$ cat src/sv/tbp_pkg.sv
`default_nettype none
package tbp_pkg;

  localparam int unsigned MaxHeight = 1024;

  localparam int unsigned CfgIdxW  = 3;
  localparam int unsigned CfgDataW = 13;

  localparam logic [CfgIdxW-1:0] CfgWhiteMin   = 3'd0;
  localparam logic [CfgIdxW-1:0] CfgRedMin     = 3'd1;
  localparam logic [CfgIdxW-1:0] CfgImageWidth = 3'd2;
  localparam logic [CfgIdxW-1:0] CfgImageHeight = 3'd3;
  localparam logic [CfgIdxW-1:0] CfgLineBytes  = 3'd4;
  localparam logic [CfgIdxW-1:0] CfgPlaneBytes = 3'd5;

  localparam logic [7:0]  WhiteMinRst   = 8'd200;
  localparam logic [7:0]  RedMinRst     = 8'd128;
  localparam logic [10:0] ImageWidthRst = 11'd152;
  localparam logic [10:0] ImageHeightRst = 11'd152;
  localparam logic [7:0]  LineBytesRst  = 8'd19;
  localparam logic [12:0] PlaneBytesRst = 13'd2888;

  // plane bits for one pixel
  typedef struct packed {
    logic mono;
    logic color;
  } plane_bits_t;

endpackage
`default_nettype wire

$ cat src/sv/tbp_classify.sv
`default_nettype none
module tbp_classify (
  input  logic [7:0]          blue_i,
  input  logic [7:0]          green_i,
  input  logic [7:0]          red_i,
  input  logic [7:0]          white_min_i,
  input  logic [7:0]          red_min_i,
  output tbp_pkg::plane_bits_t bits_o
);

  logic is_white;
  logic is_red;

  assign is_white = (blue_i > white_min_i) && (green_i > white_min_i) &&
                    (red_i > white_min_i);
  assign is_red   = red_i > red_min_i;

  always_comb begin
    if (is_white) begin
      bits_o.mono  = 1'b1;
      bits_o.color = 1'b1;
    end else if (is_red) begin
      bits_o.mono  = 1'b0;
      bits_o.color = 1'b0;
    end else begin
      // black
      bits_o.mono  = 1'b0;
      bits_o.color = 1'b1;
    end
  end

endmodule
`default_nettype wire

$ cat src/sv/rgb_to_tricolor_bitplane_packer_top.sv
// Tricolour bitplane packer.
// Input stream: one 24-bit pixel per item on s_axis (blue low byte, red high
// byte), rows in bottom-up order. Each pixel is thresholded to white, red or
// black and packed MSB first into a black/white byte and a red byte.
// Output stream: one item per full byte or row end on m_axis, carrying both
// plane bytes and the byte offset in the planes; tlast marks the pair of an
// image's last pixel. Pixels past line_bytes of a row are counted and dropped.
// Each pixel passes through the input register, then the result register.
// Throughput: one pixel per clock while m_axis does not stall, set by the single
// pass of threshold, shift and offset logic between those two registers.
// When m_axis stalls, the result register holds and the input register
// fills; s_axis_tready_o falls only once both are occupied.
// Configuration: cfg_we_i writes register cfg_idx_i (0 white_min, 1 red_min,
// 2 image_width, 3 image_height, 4 line_bytes, 5 plane_bytes); the user must write only
// while idle, which the block does not enforce. The plane base is reloaded from
// plane_bytes - line_bytes at each image start. PLANE_DEPTH must be a power of two;
// offsets wrap modulo PLANE_DEPTH. Reset (rst_ni low, asynchronous) restores register
// defaults, empties both stages and returns the pixel counters to the start of an image.
`default_nettype none
module rgb_to_tricolor_bitplane_packer_top #(
  parameter int unsigned MAX_WIDTH   = 1024,
  parameter int unsigned PLANE_DEPTH = 4096
) (
  input  logic                         clk_i,
  input  logic                         rst_ni,
  input  logic                         cfg_we_i,
  input  logic [tbp_pkg::CfgIdxW-1:0]  cfg_idx_i,
  input  logic [tbp_pkg::CfgDataW-1:0] cfg_data_i,
  input  logic                         s_axis_tvalid_i,
  output logic                         s_axis_tready_o,
  // [7:0] blue_level, [15:8] green_level, [23:16] red_level
  input  logic [23:0]                  s_axis_tdata_i,
  output logic                         m_axis_tvalid_o,
  input  logic                         m_axis_tready_i,
  // [7:0] mono_byte, [15:8] color_byte, [27:16] plane_offset, [31:28] zero
  output logic [31:0]                  m_axis_tdata_o,
  output logic                         m_axis_tlast_o
);

  localparam int unsigned ColW  = $clog2(MAX_WIDTH);
  localparam int unsigned WW    = $clog2(MAX_WIDTH + 1);
  localparam int unsigned CmpW  = ((WW > 11) ? WW : 11) + 1;
  localparam int unsigned PdW   = $clog2(PLANE_DEPTH);
  localparam int unsigned BaseW = (PdW > 13) ? PdW : 13;
  localparam int unsigned SumW  = ((PdW > ColW) ? PdW : ColW) + 1;

  // configuration registers
  logic [7:0]  white_min_q, red_min_q, line_bytes_q;
  logic [10:0] image_width_q, image_height_q;
  logic [12:0] plane_bytes_q;

  always_ff @(posedge clk_i or negedge rst_ni) begin
    if (!rst_ni) begin
      white_min_q    <= tbp_pkg::WhiteMinRst;
      red_min_q      <= tbp_pkg::RedMinRst;
      image_width_q  <= tbp_pkg::ImageWidthRst;
      image_height_q <= tbp_pkg::ImageHeightRst;
      line_bytes_q   <= tbp_pkg::LineBytesRst;
      plane_bytes_q  <= tbp_pkg::PlaneBytesRst;
    end else if (cfg_we_i) begin
      unique case (cfg_idx_i)
        tbp_pkg::CfgWhiteMin:    white_min_q    <= cfg_data_i[7:0];
        tbp_pkg::CfgRedMin:      red_min_q      <= cfg_data_i[7:0];
        tbp_pkg::CfgImageWidth:  image_width_q  <= cfg_data_i[10:0];
        tbp_pkg::CfgImageHeight: image_height_q <= cfg_data_i[10:0];
        tbp_pkg::CfgLineBytes:   line_bytes_q   <= cfg_data_i[7:0];
        tbp_pkg::CfgPlaneBytes:  plane_bytes_q  <= cfg_data_i;
        default: ;
      endcase
    end
  end

  // input register
  logic        in_valid_q;
  logic [23:0] pix_q;
  logic        adv;
  logic        out_valid_q;
  logic        out_free;

  assign out_free        = !out_valid_q || m_axis_tready_i;
  assign adv             = in_valid_q && out_free;
  assign s_axis_tready_o = !in_valid_q || out_free;

  always_ff @(posedge clk_i or negedge rst_ni) begin
    if (!rst_ni) begin
      in_valid_q <= 1'b0;
    end else if (s_axis_tready_o) begin
      in_valid_q <= s_axis_tvalid_i;
    end
  end

  always_ff @(posedge clk_i) begin
    if (s_axis_tready_o && s_axis_tvalid_i) begin
      pix_q <= s_axis_tdata_i;
    end
  end

  tbp_pkg::plane_bits_t bits;

  tbp_classify u_classify (
    .blue_i      (pix_q[7:0]),
    .green_i     (pix_q[15:8]),
    .red_i       (pix_q[23:16]),
    .white_min_i (white_min_q),
    .red_min_i   (red_min_q),
    .bits_o      (bits)
  );

  // packing state
  logic [7:0]     mono_q, color_q, mono_d, color_d;
  logic [ColW-1:0] col_q, col_d;
  logic [9:0]     row_q, row_d;
  logic [PdW-1:0] base_q, base_d;

  logic [CmpW-1:0]  iw_ext, w_clamp;
  logic [11:0]      h_clamp;
  logic [2:0]       pos;
  logic [7:0]       mask;
  logic [BaseW-1:0] first_diff;
  logic [PdW-1:0]   first_base, base_now, base_step;
  logic [SumW-1:0]  off_sum;
  logic [PdW+11:0]  off_ext;
  logic             row_end, last, emit;
  logic [ColW-1:0]  byte_idx;

  assign iw_ext = CmpW'(image_width_q);

  always_comb begin
    if (image_width_q == 11'd0) begin
      w_clamp = CmpW'(1);
    end else if (iw_ext > CmpW'(MAX_WIDTH)) begin
      w_clamp = CmpW'(MAX_WIDTH);
    end else begin
      w_clamp = iw_ext;
    end
    if (image_height_q == 11'd0) begin
      h_clamp = 12'd1;
    end else if (12'(image_height_q) > 12'(tbp_pkg::MaxHeight)) begin
      h_clamp = 12'(tbp_pkg::MaxHeight);
    end else begin
      h_clamp = 12'(image_height_q);
    end
  end

  assign pos        = col_q[2:0];
  assign mask       = 8'h80 >> pos;
  assign byte_idx   = col_q >> 3;
  assign first_diff = BaseW'(plane_bytes_q) - BaseW'(line_bytes_q);
  assign first_base = first_diff[PdW-1:0];
  assign base_now   = (col_q == '0 && row_q == '0) ? first_base : base_q;
  assign base_step  = base_now - PdW'(line_bytes_q);

  assign row_end = (CmpW'(col_q) + CmpW'(1)) >= w_clamp;
  assign last    = row_end && ((12'(row_q) + 12'd1) >= h_clamp);
  assign emit    = (CmpW'(byte_idx) < CmpW'(line_bytes_q)) && (pos == 3'd7 || row_end);

  assign off_sum = SumW'(base_now) + SumW'(byte_idx);
  assign off_ext = (PdW + 12)'(off_sum[PdW-1:0]);

  always_comb begin
    mono_d  = (pos == 3'd0) ? 8'h00 : mono_q;
    color_d = (pos == 3'd0) ? 8'h00 : color_q;
    mono_d  = bits.mono  ? (mono_d | mask)  : (mono_d & ~mask);
    color_d = bits.color ? (color_d | mask) : (color_d & ~mask);
    base_d  = base_now;
    row_d   = row_q;
    col_d   = col_q + ColW'(1);
    if (row_end) begin
      col_d = '0;
      if (last) begin
        row_d = '0;
      end else begin
        row_d  = row_q + 10'd1;
        base_d = base_step;
      end
    end
  end

  always_ff @(posedge clk_i or negedge rst_ni) begin
    if (!rst_ni) begin
      mono_q  <= 8'h00;
      color_q <= 8'h00;
      col_q   <= '0;
      row_q   <= '0;
      base_q  <= '0; // reloaded at the first pixel of an image
    end else if (adv) begin
      mono_q  <= mono_d;
      color_q <= color_d;
      col_q   <= col_d;
      row_q   <= row_d;
      base_q  <= base_d;
    end
  end

  // result register
  logic [31:0] out_data_q;
  logic        out_last_q;

  always_ff @(posedge clk_i or negedge rst_ni) begin
    if (!rst_ni) begin
      out_valid_q <= 1'b0;
    end else if (out_free) begin
      out_valid_q <= adv && emit;
    end
  end

  always_ff @(posedge clk_i) begin
    if (adv && emit) begin
      out_data_q <= {4'h0, off_ext[11:0], color_d, mono_d};
      out_last_q <= last;
    end
  end

  assign m_axis_tvalid_o = out_valid_q;
  assign m_axis_tdata_o  = out_data_q;
  assign m_axis_tlast_o  = out_last_q;

  // a white mono bit never comes without its colour bit
  assert property (@(posedge clk_i) disable iff (!rst_ni)
    out_valid_q |-> ((out_data_q[7:0] & ~out_data_q[15:8]) == 8'h00))
    else $error("mono bit set where colour bit is clear");

  // the last pixel of an image returns the counters to the image start
  assert property (@(posedge clk_i) disable iff (!rst_ni)
    adv && last |=> (col_q == '0) && (row_q == '0))
    else $error("counters not cleared after image end");

  assert property (@(posedge clk_i) disable iff (!rst_ni)
    32'(col_q) < MAX_WIDTH && 32'(row_q) < tbp_pkg::MaxHeight)
    else $error("pixel counter out of range");

  // an empty input register always takes an item
  assert property (@(posedge clk_i) disable iff (!rst_ni)
    !in_valid_q |-> s_axis_tready_o)
    else $error("input stalled while input register empty");

endmodule
`default_nettype wire

$ cat config.mk
export PLATFORM = sky130hd
export DESIGN_NAME = rgb_to_tricolor_bitplane_packer_top
export DESIGN_NICKNAME = d
export VERILOG_FILES = /design/src/sv/tbp_pkg.sv /design/src/sv/tbp_classify.sv /design/src/sv/rgb_to_tricolor_bitplane_packer_top.sv
export SDC_FILE = /design/constraint.sdc
export NUM_CORES = 1
export LEC_CHECK = 0
export BUFFER_PORTS_ARGS = -buffer_cell sky130_fd_sc_hd__buf_2
export CAP_MARGIN = 20
export CORE_UTILIZATION = 43
export DETAILED_ROUTE_END_ITERATION = 10
export PLACE_DENSITY = 0.69
export SKIP_CTS_REPAIR_TIMING = 1
export SYNTH_ARGS = -nofsm -noshare
export SYNTH_HDL_FRONTEND = slang
export SYNTH_HIERARCHICAL = 1
export SYNTH_SLANG_ARGS = --single-unit
export TNS_END_PERCENT = 50
$ cat constraint.sdc
create_clock -name clk_i -period 6.53 [get_ports clk_i]
set_input_delay 0.653 -clock clk_i [delete_from_list [all_inputs] [get_ports clk_i]]
set_output_delay 0.653 -clock clk_i [all_outputs]
set_load 0.03 [all_outputs]
# Word-level counts from Yosys, hierarchy flattened
# Index checks and enable logic that the tools add are counted.
# totals
reg_bits,161
latchBits,0
ram_bits,0
romBits,0
elab_cells,85
mem_count,0
# classes
add_sub_neg,7
mul,0
n_div,0
order_cmp,9
n_eq_ne,6
n_shift,1
n_mux,15
bitwise_logic,5
reduce_logical,26
# ops
op,n
$mux 11,4
$mux 12,3
$gt 8x8->1,4
$mux 8,4
$ge 11x12->1,2
$sub 12x8->12,2
$add 10x1->11 const B,2
$gt 11x11->1 const B,2
$logic_not 11->1,2
$add 10x1->10 const B,2
$logic_not 10->1,2
$mux 10,2
$and 8x8->8,2
$or 8x8->8,2
$reduce_and 2->1,7
$add 12x7->12,1
$eq 3x3->1 const B,3
$logic_and 1x1->1,8
$lt 7x8->1,1
$not 8->8,1
$shr 8x3->8 const A,1
$eq 3x2->1 const B,2
$logic_not 3->1,2
$eq 3x1->1 const B,1
other kinds (4),7

# Logic depth before layout (Yosys ltp)
# depth
ltp_word,7
depth_mapped,20

# Hierarchy
# Netlist, hierarchy kept.
# by_module_without_submodules
mod,instances,cells_each,area_each_um2,seq_area_each_um2
rgb_to_tricolor_bitplane_packer_top,1,775,8495.6,4316.6
tbp_classify,1,98,780.7,0.0

# Worst setup path before layout
# OpenSTA, ideal clock, no wires.
# synth_timing
path_type,reg2reg
start,register col_q[0]
end,register base_q[11]
setup_ps,82
arrival_time_ps,4415
path_slack_ps,2033
stages_incl_launch_ff,18
n_path_buf,4
path_cell_list,dfrtp_1 -> inv_1 -> ha_1 -> clkbuf_1 -> nand3_1 -> or2_1 -> buf_6 -> clkbuf_1 -> clkbuf_1 -> o21ai_0 -> ha_1 -> nor2b_1 -> o31a_1 -> o31ai_1 -> a21oi_1 -> or4b_4 -> or4_1 -> a31oi_1
# synth_between
elab_chain_cells,6
# synth_rtl
element,line_no,source
start: declaration,rgb_to_tricolor_bitplane_packer_top.sv:111,"logic [ColW-1:0] col_q, col_d;"
start signal: assignment,rgb_to_tricolor_bitplane_packer_top.sv:189,col_q <= col_d;
branches (longest 5 deep; another with $ge 11x12->1),-,
$mux 12 *,rgb_to_tricolor_bitplane_packer_top.sv:168,if (row_end) begin
end signal: assignment,rgb_to_tricolor_bitplane_packer_top.sv:191,base_q <= base_d;
end: declaration,rgb_to_tricolor_bitplane_packer_top.sv:113,"logic [PdW-1:0] base_q, base_d;"
# Every way passes the cells marked *.
# A chain may end at the register's enable or synchronous reset.

# Worst setup path after layout
# layout_timing
start,register row_q[0]
end,register base_q[11]
# layout_between
elab_chain_cells,6
# layout_rtl
element,line_no,source
start: declaration,rgb_to_tricolor_bitplane_packer_top.sv:112,"logic [9:0] row_q, row_d;"
start signal: assignment,rgb_to_tricolor_bitplane_packer_top.sv:190,row_q <= row_d;
branches (longest 5 deep; another with $ge 11x12->1),-,
$mux 12 *,rgb_to_tricolor_bitplane_packer_top.sv:168,
# Marked as above.

==> metrics.md <==
| Metric | Value |
|---|---|
| Tot GR Track Use | 18.6% |
| HP Class | primary input to async pin |
| CP startpoint | row_q[0] |
| Reg clk slew, reported paths | 70 ps |
| Async SR Flop Fraction | 67.1% |
| 1st-iter DRT viols | 413 |
| Post-synth EDFFs | 53 |
| Most numerous cell in the Yosys netlist | nand2_1 |
| Initial antenna violation count | 0 |
| Core ar. | 21100 µm² |
| Vias in the first global route | 6352 |
| Largest delay share family, worst path | simple AND/OR/NAND/NOR gates |
| Wire per inst | 15.7 µm |
| Worst vdd ir | 0.201 mV |
| RR Startpoint | row_q[0] |
| Number of max-cap violations | 0 |
| Reg2reg path depth | 14 |
| Setup violators final | 0 |
| Residual DRC | 0 |
| Sequential-to-total area share from yosys stat | 46.5% |
| Worst slew margin | 31.7% |
| ANT nets after route | 0 |
| Setup TNS | 0 ps |
| Synth top cells by count | nand2_1, ha_1, dfrtp_1 |
| Number of distinct library cells after synthesis | 69 |
| Detailed Place HPWL | 13.9 mm |
| Yosys warnings | 6 |
| Tot Pwr | 4.26 mW |
| RR Endpoint | base_q[11] |
| Die W | 149 µm |
| Power per cell area | 402 nW/µm² |
| Worst setup SP type | flip-flop |
| Via count | 6595 |
| Share of layout cells above drive strength 1 | 21.8% |
| Area growth, synth to finish | 14.2% |
| Via-to-Cell Ratio | 5.32 |
| Post-route cell area | 10600 µm² |
| Clk sink count | 161 |
| R2R Setup Slk | 1940 ps |
| Chip height | 149 µm |
| CP Max Fanout | 7 |
| Max clock buf depth | 2 |
| Synth Cell Area | 9280 µm² |
| First-pass GRT wire length | 32.1 mm |
| CTS tree | done |
| Synth area leader | dfrtp_1 |
| Fmax | 218 MHz |
| CP max stage cell | o21ai_0 |
| Area contributors post-synth | dfrtp_1, edfxtp_1, ha_1, mux2_2, nand2_1 |
| Fin. Hold Viols | 0 |
| WS Path Type | flip-flop to flip-flop |
| RSZ-0062 raised after global routing | false |
| Htree depth | 4 |
| Syn Area/Cell | 10.6 µm² |
| Req. time, crit path | 6880 ps |
| Mapped Cells | 873 |
| Nets | 1090 |
| Row cnt | 53 |
| Crit path cell chain | inv_1 -> ha_1 -> nor4b_1 -> nand3_1 -> or2_1 -> o21ai_0 -> ha_1 -> nor2b_1 -> o31a_1 -> o31ai_1 -> a21oi_1 -> or4b_4 -> or4_1 -> a31oi_1 |
| Measured slew at the worst slew-check pin | 1020 ps |
| Remaining Overflow, GRT | 0 |
| Run status | completed |
| Final Slew Violations | 0 |
| Number of CTS-inserted buffers | 17 |
| Clock latency on the worst-skew pair | 430 ps |
| Buffers and inverters on the worst path | 1 |
| First-pass DRT Iterations | 5 |
| Total die area | 22200 µm² |
| Routability cong. | 0.794 |
| CP peak stage delay | 640 ps |
| Post-Route WL | 19.5 mm |
| Final Cycle Share | 70.2% |
| Minimum clock period | 4590 ps |
| I/O Buffers | 74 |
| Critical path capture point type | flip-flop |
| Clk root buf | clkbuf_16 |
| Antenna cells | 0 |
| Final non-filler cell total | 1239 |
| Post-synthesis register bit count | 161 |
| Dpl cells | 1207 |
| # fillers | 1926 |
| Largest net degree at the start of global routing | 77 |
| Yosys top cell area share | 24.3% |
| Placed Area | 9950 µm² |
| Ports | 80 |
| Critical Path AT | 4940 ps |
| Worst Skew | 11.3 ps |
| LEAKAGE | 4.82 nW |
| Predominant post-synthesis flop cell | dfrtp_1 |
| Starting density of the core | 44.0% |
| Critical path's most frequent cell | ha_1 |
[metrics by stage]
stage	hold WS, ps	utilization [%]	setup slack (ps)
floorplan	357	-	2030
global placement	451	47.2	2030
detailed placement	460	47.2	2000
CTS	170	50.3	1960
global route	186	50.3	1640
finish	162	50.3	1940
[how the worst max path moves through the flow]
stage | slack [ps] | endpoint | cells after the start
2_1_floorplan | 2030 | base_q[11] | 17
3_3_place_gp | 2030 | base_q[11] | 14
3_5_place_dp | 2000 | base_q[11] | 14
4_1_cts | 1960 | base_q[11] | 13
5_1_grt | 1640 | base_q[11] | 14
6_report | 1940 | base_q[11] | 14
[metal layers]
layer  track usage (%)  share of wire [%]  vias up
met1              25.2                 48     3143
met5                 0                  0        -
met4              6.33                1.9        0
met2              30.1                 46      150
met3              3.30                4.2       29
li1                  -                  -     3273
[layout by cell type, fill, tap and decap left out, drive strengths merged, types with 20 or more instances in the layout]
cell | synthesis | final
a21oi | 26 | 26
buf | 10 | 85
dfrtp | 90 | 90
edfxtp | 53 | 53
ha | 91 | 91
inv | 48 | 56
mux2 | 59 | 59
nand2 | 134 | 134
nor2 | 33 | 33
o21ai | 68 | 68
xnor2 | 20 | 20
[report_power, final]
| group | switching [mW] | internal, mW | total, mW |
|---|---|---|---|
| Sequential | 0.156 | 1.32 | 1.48 |
| Clock | 0.444 | 0.655 | 1.10 |
| Combinational | 0.988 | 0.696 | 1.68 |
| Total | 1.59 | 2.68 | 4.26 |
[cell type report]
type	count	area (µm²)	share of cell area (%)
multi-input cells	636	4650	43.9
flip-flops and latches	161	4320	40.7
repair buffers	85	455	4.30
clock buffers	18	429	4.05
well taps	275	344	3.25
clock inverters	14	214	2.02
inverters	50	188	1.77
[cell families after synthesis]
logic type / Yosys count / share of synthesized area (%)
AO/OA/AOI/OAI: 165 / 11.2
AND/OR/NAND/NOR: 267 / 14.0
other: 1 / 0.0404
multiplexers: 68 / 8.13
buffers and inverters: 79 / 3.57
XOR/XNOR: 38 / 3.59
flip-flops: 161 / 46.5
adder cells (fa/ha/maj): 94 / 12.9
[flip-flops by register name (all words and copies together) (netlist names), 10 cells and up]
register        flops
image_height_q     11
col_q              10
base_q             12
pix_q              24
row_q              10
image_width_q      11
plane_bytes_q      12
m_axis_tdata_o     28
No activity file was read; power rests on OpenSTA's default activity.
